[config.mk]
export PLATFORM = sky130hd
export DESIGN_NAME = trps_front
export DESIGN_NICKNAME = d
export VERILOG_FILES = /design/src/hw/rtl/trps_pkg.sv /design/src/hw/rtl/trps_front.sv
export SDC_FILE = /design/constraint.sdc
export NUM_CORES = 1
export LEC_CHECK = 0
export ABC_AREA = 1
export ABC_CLOCK_PERIOD_IN_PS = 3400
export BUFFER_PORTS_ARGS = -buffer_cell sky130_fd_sc_hd__buf_4
export CAP_MARGIN = 20
export CORE_MARGIN = 2
export CORE_UTILIZATION = 30
export CTS_BUF_LIST = sky130_fd_sc_hd__clkbuf_4 sky130_fd_sc_hd__clkbuf_8 sky130_fd_sc_hd__clkbuf_16
export CTS_CLUSTER_SIZE = 25
export DETAILED_ROUTE_END_ITERATION = 8
export GPL_TIMING_DRIVEN = 0
export PLACE_DENSITY_LB_ADDON = 0.15
export REMOVE_ABC_BUFFERS = 1
export SYNTH_ARGS = -nofsm -noshare
export SYNTH_HDL_FRONTEND = slang
export SYNTH_SLANG_ARGS = --single-unit
[constraint.sdc]
create_clock -name i_clk -period 3.4 [get_ports i_clk]
set_input_delay 0.51 -clock i_clk [delete_from_list [all_inputs] [get_ports i_clk]]
set_output_delay 0.51 -clock i_clk [all_outputs]
set_load 0.05 [all_outputs]
[src/hw/rtl/trps_pkg.sv]
// trps_pkg: shared types and constants for the threshold run pixel sorter
// used by trps_front, trps_back, the top level and the checker
// no dependencies
package trps_pkg;

    localparam int PIX_W   = 16;
    localparam int QUEUE_DEPTH = 2;
    localparam int QPTR_W  = 1;
    localparam int QCNT_W  = 2;

    localparam logic [PIX_W-1:0] SENS_RESET = 16'd16384;
    localparam logic [PIX_W:0]   ONE_Q16    = 17'h1_0000;

    typedef struct packed {
        logic [PIX_W-1:0] hue;
        logic [PIX_W-1:0] saturation;
        logic [PIX_W-1:0] lightness;
        logic             row_end;
    } t_pix_in;

    typedef struct packed {
        logic [PIX_W-1:0] hue_out;
        logic [PIX_W-1:0] saturation_out;
        logic [PIX_W-1:0] lightness_out;
        logic             row_done;
        logic             last;
    } t_pix_out;

    typedef struct packed {
        logic [PIX_W-1:0] hue;
        logic [PIX_W-1:0] saturation;
        logic [PIX_W-1:0] lightness;
    } t_pixel;

    typedef struct packed {
        t_pixel pix;
        logic   in_band;
        logic   row_end;
    } t_cmd;

endpackage

[src/hw/rtl/trps_front.sv]
// trps_front: sensitivity register, lightness band test and a short command queue
// depends on trps_pkg
module trps_front (
    input  logic              i_clk,
    input  logic              i_rst_n,
    input  logic              i_cfg_we,
    input  logic [15:0]       i_cfg_data,
    input  logic              i_valid,
    output logic              o_ready,
    input  trps_pkg::t_pix_in i_pix,
    output logic              o_cmd_valid,
    input  logic              i_cmd_ready,
    output trps_pkg::t_cmd    o_cmd
);

    logic [trps_pkg::PIX_W-1:0]  r_sens;
    trps_pkg::t_cmd              r_q [trps_pkg::QUEUE_DEPTH];
    logic [trps_pkg::QPTR_W-1:0] r_wr;
    logic [trps_pkg::QPTR_W-1:0] r_rd;
    logic [trps_pkg::QCNT_W-1:0] r_cnt;

    logic           push;
    logic           pop;
    logic           in_band;
    logic [16:0]    lit_x;
    logic [16:0]    sens_x;
    trps_pkg::t_cmd cmd_in;

    assign lit_x   = {1'b0, i_pix.lightness};
    assign sens_x  = {1'b0, r_sens};
    assign in_band = (lit_x > sens_x) && (lit_x < (trps_pkg::ONE_Q16 - sens_x));

    assign cmd_in.pix.hue        = i_pix.hue;
    assign cmd_in.pix.saturation = i_pix.saturation;
    assign cmd_in.pix.lightness  = i_pix.lightness;
    assign cmd_in.in_band        = in_band;
    assign cmd_in.row_end        = i_pix.row_end;

    assign o_ready     = (r_cnt != trps_pkg::QCNT_W'(trps_pkg::QUEUE_DEPTH));
    assign o_cmd_valid = (r_cnt != '0);
    assign o_cmd       = r_q[r_rd];

    assign push = i_valid && o_ready;
    assign pop  = o_cmd_valid && i_cmd_ready;

    always_ff @(posedge i_clk) begin
        if (!i_rst_n) begin
            r_sens <= trps_pkg::SENS_RESET;
            r_wr   <= '0;
            r_rd   <= '0;
            r_cnt  <= '0;
        end else begin
            if (i_cfg_we) begin
                r_sens <= i_cfg_data;
            end
            if (push) begin
                r_wr <= r_wr + 1'b1;
            end
            if (pop) begin
                r_rd <= r_rd + 1'b1;
            end
            if (push && !pop) begin
                r_cnt <= r_cnt + 1'b1;
            end else if (pop && !push) begin
                r_cnt <= r_cnt - 1'b1;
            end
        end
    end

    always_ff @(posedge i_clk) begin
        if (push) begin
            r_q[r_wr] <= cmd_in;
        end
    end

endmodule

# --- Yosys cells after proc, flatten, opt, wreduce, memory -nomap -nowiden ---
# Memory sizes are Yosys's and may differ from the RTL's. A register that Yosys moved wholly into a read port is not among the register bits.
# Index checks and enable logic that the tools add are counted.
classes:
  n_addsub: 5
  n_lt_le_gt_ge: 2
  n_reduce_logical: 9
  n_eq_ne: 1
  muxes: 6
op_table:
  columns: ["op", "n"]
  rows:
  - ["16-bit by 17-bit < comparator with 1-bit output", 1]
  - ["17-bit by 16-bit subtractor with 17-bit output (first input constant)", 1]
  - ["16-bit greater-than comparator", 1]
  - ["1-bit logical AND", 5]
  - ["1-bit 2-to-1 mux", 4]
  - ["2-bit 2-to-1 mux", 2]
  - ["2-bit nonzero test", 2]
  - ["1-bit adder (second input constant)", 2]
  - ["2-bit by 1-bit adder with 2-bit output (second input constant)", 1]
  - ["1-bit logical NOT", 2]
  - ["2-bit != test (second input constant)", 1]
  - ["2-bit by 1-bit subtractor with 2-bit output (second input constant)", 1]
totals:
  out_inout_bits: 52
  inputBits: 70
  mem_count: 1
  reg_bits: 20
  word_cells: 28
  ramBits: 100
memory_table:
  columns: ["memory", "words", "word_bits", "rd", "rd_clocked_by_memory_dff", "write_ports", "line", "text"]
  rows:
  - ["r_q", 2, 50, 1, 1, 1, "trps_front.sv:17", "trps_pkg::t_cmd r_q [trps_pkg::QUEUE_DEPTH];"]

# --- Logic depth before layout (Yosys ltp) ---
logic_depth:
  ltp_word: 6
  depth_mapped: 13
  ltp_nobuf: 13

# --- Worst setup path after synthesis ---
# No wires, ideal clock.
synth_path:
  kind: "reg2reg"
  startpoint: "register r_cnt[0] (netlist bit)"
  endpoint: "memory r_q[1][0] (netlist bit), enable pin"
  n_path_buf: 0
  path_stages_with_launch: 5
  setup_time_ns: 0.459
  arrival_time_ns: 3.032
  synth_period_minus_slack_ns: 3.491
  t_required_ns: 2.941
  slack_ns: -0.091
  cell_sequence: "dfxtp_1 -> inv_1 -> nand2_1 -> nand2_1 -> nor2_1"
synth_via:
  elab_chain_len: 4
synth_lines:
  columns: ["element", "line", "text"]
  rows:
  - ["start: declaration", "trps_front.sv:20", "logic [trps_pkg::QCNT_W-1:0] r_cnt;"]
  - ["start signal: assignment", "trps_front.sv:63", "r_cnt <= r_cnt + 1'b1;"]
  - ["start signal: assignment", "trps_front.sv:65", "r_cnt <= r_cnt - 1'b1;"]
  - ["2-bit != test", "trps_front.sv:39", "assign o_ready = (r_cnt != trps_pkg::QCNT_W'(trps_pkg::QUEUE_DEPTH));"]
  - ["net o_ready", "trps_front.sv:9", "output logic o_ready,"]
  - ["1-bit logical AND", "trps_front.sv:43", "assign push = i_valid && o_ready;"]
  - ["1-bit 2-to-1 mux", "trps_front.sv:71", "if (push) begin"]
  - ["1-bit 2-to-1 mux (implied by the code)", "trps_front.sv:72", "r_q[r_wr] <= cmd_in;"]
  - ["end: declaration", "trps_front.sv:17", null]
# The timed path passes the listed nets, and every way through them passes these cells.

==> run metrics <==
proportion of layout cells with a drive suffix above 1 approximately 40%; startpoint types flop; Mapped Cells about 410; synth warn 0; Ports roughly 120; die area between 15000 and 20000 µm²; status completed; CTS tree yes; total CTS buffers 17; Syn Area/Cell about 13 µm²; min Tclk post-route about 2.5 ns; DRT iter0 DRCs 98; number of global-route vias before repair about 3600; unique cell type count in the Yosys netlist 26; Seq/Total Area, Yosys a little over three fifths; final cycle utilization of the critical path between 70 and 80%; CP cell instances buf_12, mux2_2, buf_4; row count a little under 50; clk_lat worst skew approximately 0.41 ns; worst slew pin tran roughly 0.79 ns; Die W between 100 and 150 µm; slowest stage cell, crit path dfxtp_2; IO Port Bufs approximately 120; RSZ-0062 raised after global routing false; final WL approximately 11 mm; Placer Congestion 0.796; root buffer cell clkbuf_16; Vias/cell around 4.4; Critical Path Sink o_cmd[29]; Final Skew slightly below 0.006 ns; total track usage between 10% and 20%; Slowest Stage Delay on Critical Path about 0.7 ns; clk sinks roughly 120; r2r endpoint r_q[0][1]; relative slew slack 47.2%; # DRC 0; pwr dens between 700 and 800 nW/µm²; Max FO, Critical Path 32; Final Slew Violations 0; R2R cell count 13; setup_tns 0 ns; Post-CTS Setup Inserts 0; Worst Setup End Kind output pin; hold_buf cts 0; Initial Util 30.3%; met2 wire length roughly 5.5 mm; Worst EP required 2.89 ns; Die Y ~140 µm; initial antenna violation count 0; post-CTS resize count 0; First-pass DRT Iterations 4; number of nets in the layout about 640; global-route wire length before repair about 18 mm; arrival time at the worst endpoint approximately 2.0 ns; flop and latch count out of synthesis 121; Placement Setup Slack around 1 ns; htree depth 4; peak supply drop between 0.4 and 0.5 mV; Final Hold Viols 0; detailed placement HPWL just over 8 mm; Avg WL per Cell ~14 µm; min-delay src i_pix[48]; Leakage between 2 and 3 nW; R2R Setup Slk roughly 1 ns; f_max 401 MHz; area growth from synthesis to layout 32.9%; CTS Buffer Depth 2; Clock transition at path regs ~0.060 ns; vias post-DR around 3400; Final Setup Violations 0; Post-Syn Area ~5400 µm²; Final Worst Setup Slack ~0.9 ns; largest net degree at the start of global routing 33; grt ovf 0; Reg2Reg Launch Point r_sens[1]; MaxCap Viol Count 0; top sig layer met4; core area around 18000 µm²; crit path kind flop to output pin; ANT nets after route 0; n_diodes 0; Worst Hold Class primary input to flop; WL met3 between 400 and 500 µm; Met1 Routed Length approximately 5.0 mm
## cell type report
cell class / count / area, µm²
Clock buffer: 17 / 425
Clock inverter: 15 / 135
Fill cell: 1686 / 10600
Inverter: 31 / 118
Multi-Input combinational cell: 245 / 1840
Sequential cell: 121 / 3420
Tap cell: 229 / 287
Timing Repair Buffer: 124 / 968
## where the power goes
group,leakage [nW],internal (mW),switching [mW],total [mW]
sequential,1.11,1.84,0.0901,1.93
combinational,1.51,0.664,1.26,1.93
clock,0.265,1.06,0.639,1.70
## Yosys cell counts
master    number  area, µm²
clkinv_2       1       5.00
a21oi_1       32        160
nor2_2         4       25.0
clkbuf_2       1       5.00
nand4_1        3       18.8
nand2_2        2       12.5
inv_1         29        109
nand3_1        6       30.0
ha_1          33        413
inv_2          1       3.75
nor3_2         2       20.0
o21a_1         1       7.51
a21o_1         1       7.51
o21ai_0       25        125
nor2_4         2       22.5
edfxtp_1     100       3000
nor3_1         1       5.00
clkbuf_1       5       18.8
o21ai_1        1       5.00
nand3_4        3       52.6
mux2_2        50        563
nor2_1        23       86.3
dfxtp_1       21        420
buf_2          5       25.0
xor2_1        12        105
nand2_1       44        165
## logic make-up (layout without fill, tap and decap cells)
logic type               Yosys count  after routing  share of synthesized area [%]
buffers and inverters             42            187                           3.07
adder cells (fa/ha/maj)           33             33                           7.63
XOR/XNOR                          12             12                           1.94
AO/OA/AOI/OAI                     60             60                           5.64
flip-flops                       121            121                           63.2
multiplexers                      50             50                           10.4
AND/OR/NAND/NOR                   90             90                           8.09
## how the worst min path moves through the flow
stage | end | slack [ns] | depth (start not counted)
2_1_floorplan | r_cnt[1] | 0.46 | 2
6_report | r_q[1][49] | 0.28 | 1
4_1_cts | r_q[1][43] | 0.26 | 1
3_5_place_dp | r_cnt[1] | 0.49 | 2
5_1_grt | r_q[1][30] | 0.26 | 1
3_3_place_gp | r_cnt[1] | 0.48 | 2
## metrics by stage
| stage | utilization [%] | power [mW] | hold WS [ns] | std cells | cell area [µm²] |
|---|---|---|---|---|---|
| after floorplan | - | 3.30 | 0.458 | 397 | 5370 |
| after global placement | 36.8 | 3.89 | 0.475 | 747 | 6560 |
| after detailed placement | 37.2 | 3.92 | 0.490 | 750 | 6640 |
| after CTS | 40.3 | 5.65 | 0.260 | 782 | 7200 |
| after global routing | 40.3 | 5.83 | 0.258 | 782 | 7200 |
| final | 40.3 | 5.56 | 0.279 | 782 | 7200 |
## state kept, by name (all words and copies together), names as in the netlist, named ones only
name    cells
r_q       100
r_sens     16
r_cnt       2
r_rd        1
r_wr        1
## routing by layer
layer | track usage, % | up-vias
met5 | 0 | -
met4 | 5.21 | 0
met3 | 3.78 | 21
met2 | 20.3 | 98
met1 | 14.9 | 1590
li1 | - | 1730
## cells in the final DEF (no fill, tap or decap)
master and instances:
nand4_1 3, o21ai_0 25, nor3_1 1, inv_1 29, nand3_1 6, clkinvlp_4 5, nand2_1 44, inv_2 1
buf_4 121, a21oi_1 32, o21ai_1 1, o21a_1 1, buf_12 3, nor2_4 4, nand3_4 3, clkbuf_16 17
nor2_2 4, nor2_1 21, mux2_2 50, clkinv_1 2, nand2_2 2, dfxtp_1 20, edfxtp_1 100, clkinv_2 7
a21o_1 1, ha_1 33, bufinv_16 2, nor3_2 2, xor2_1 12, dfxtp_2 1
## critical path, delay by kind of cell (launching register included)
family / cells / cell delay [ns]
muxes: 1 / 0.36
DFF: 1 / 0.70
buffers and inverters: 2 / 0.48
Note: power is estimated with default switching activity, not from simulation.
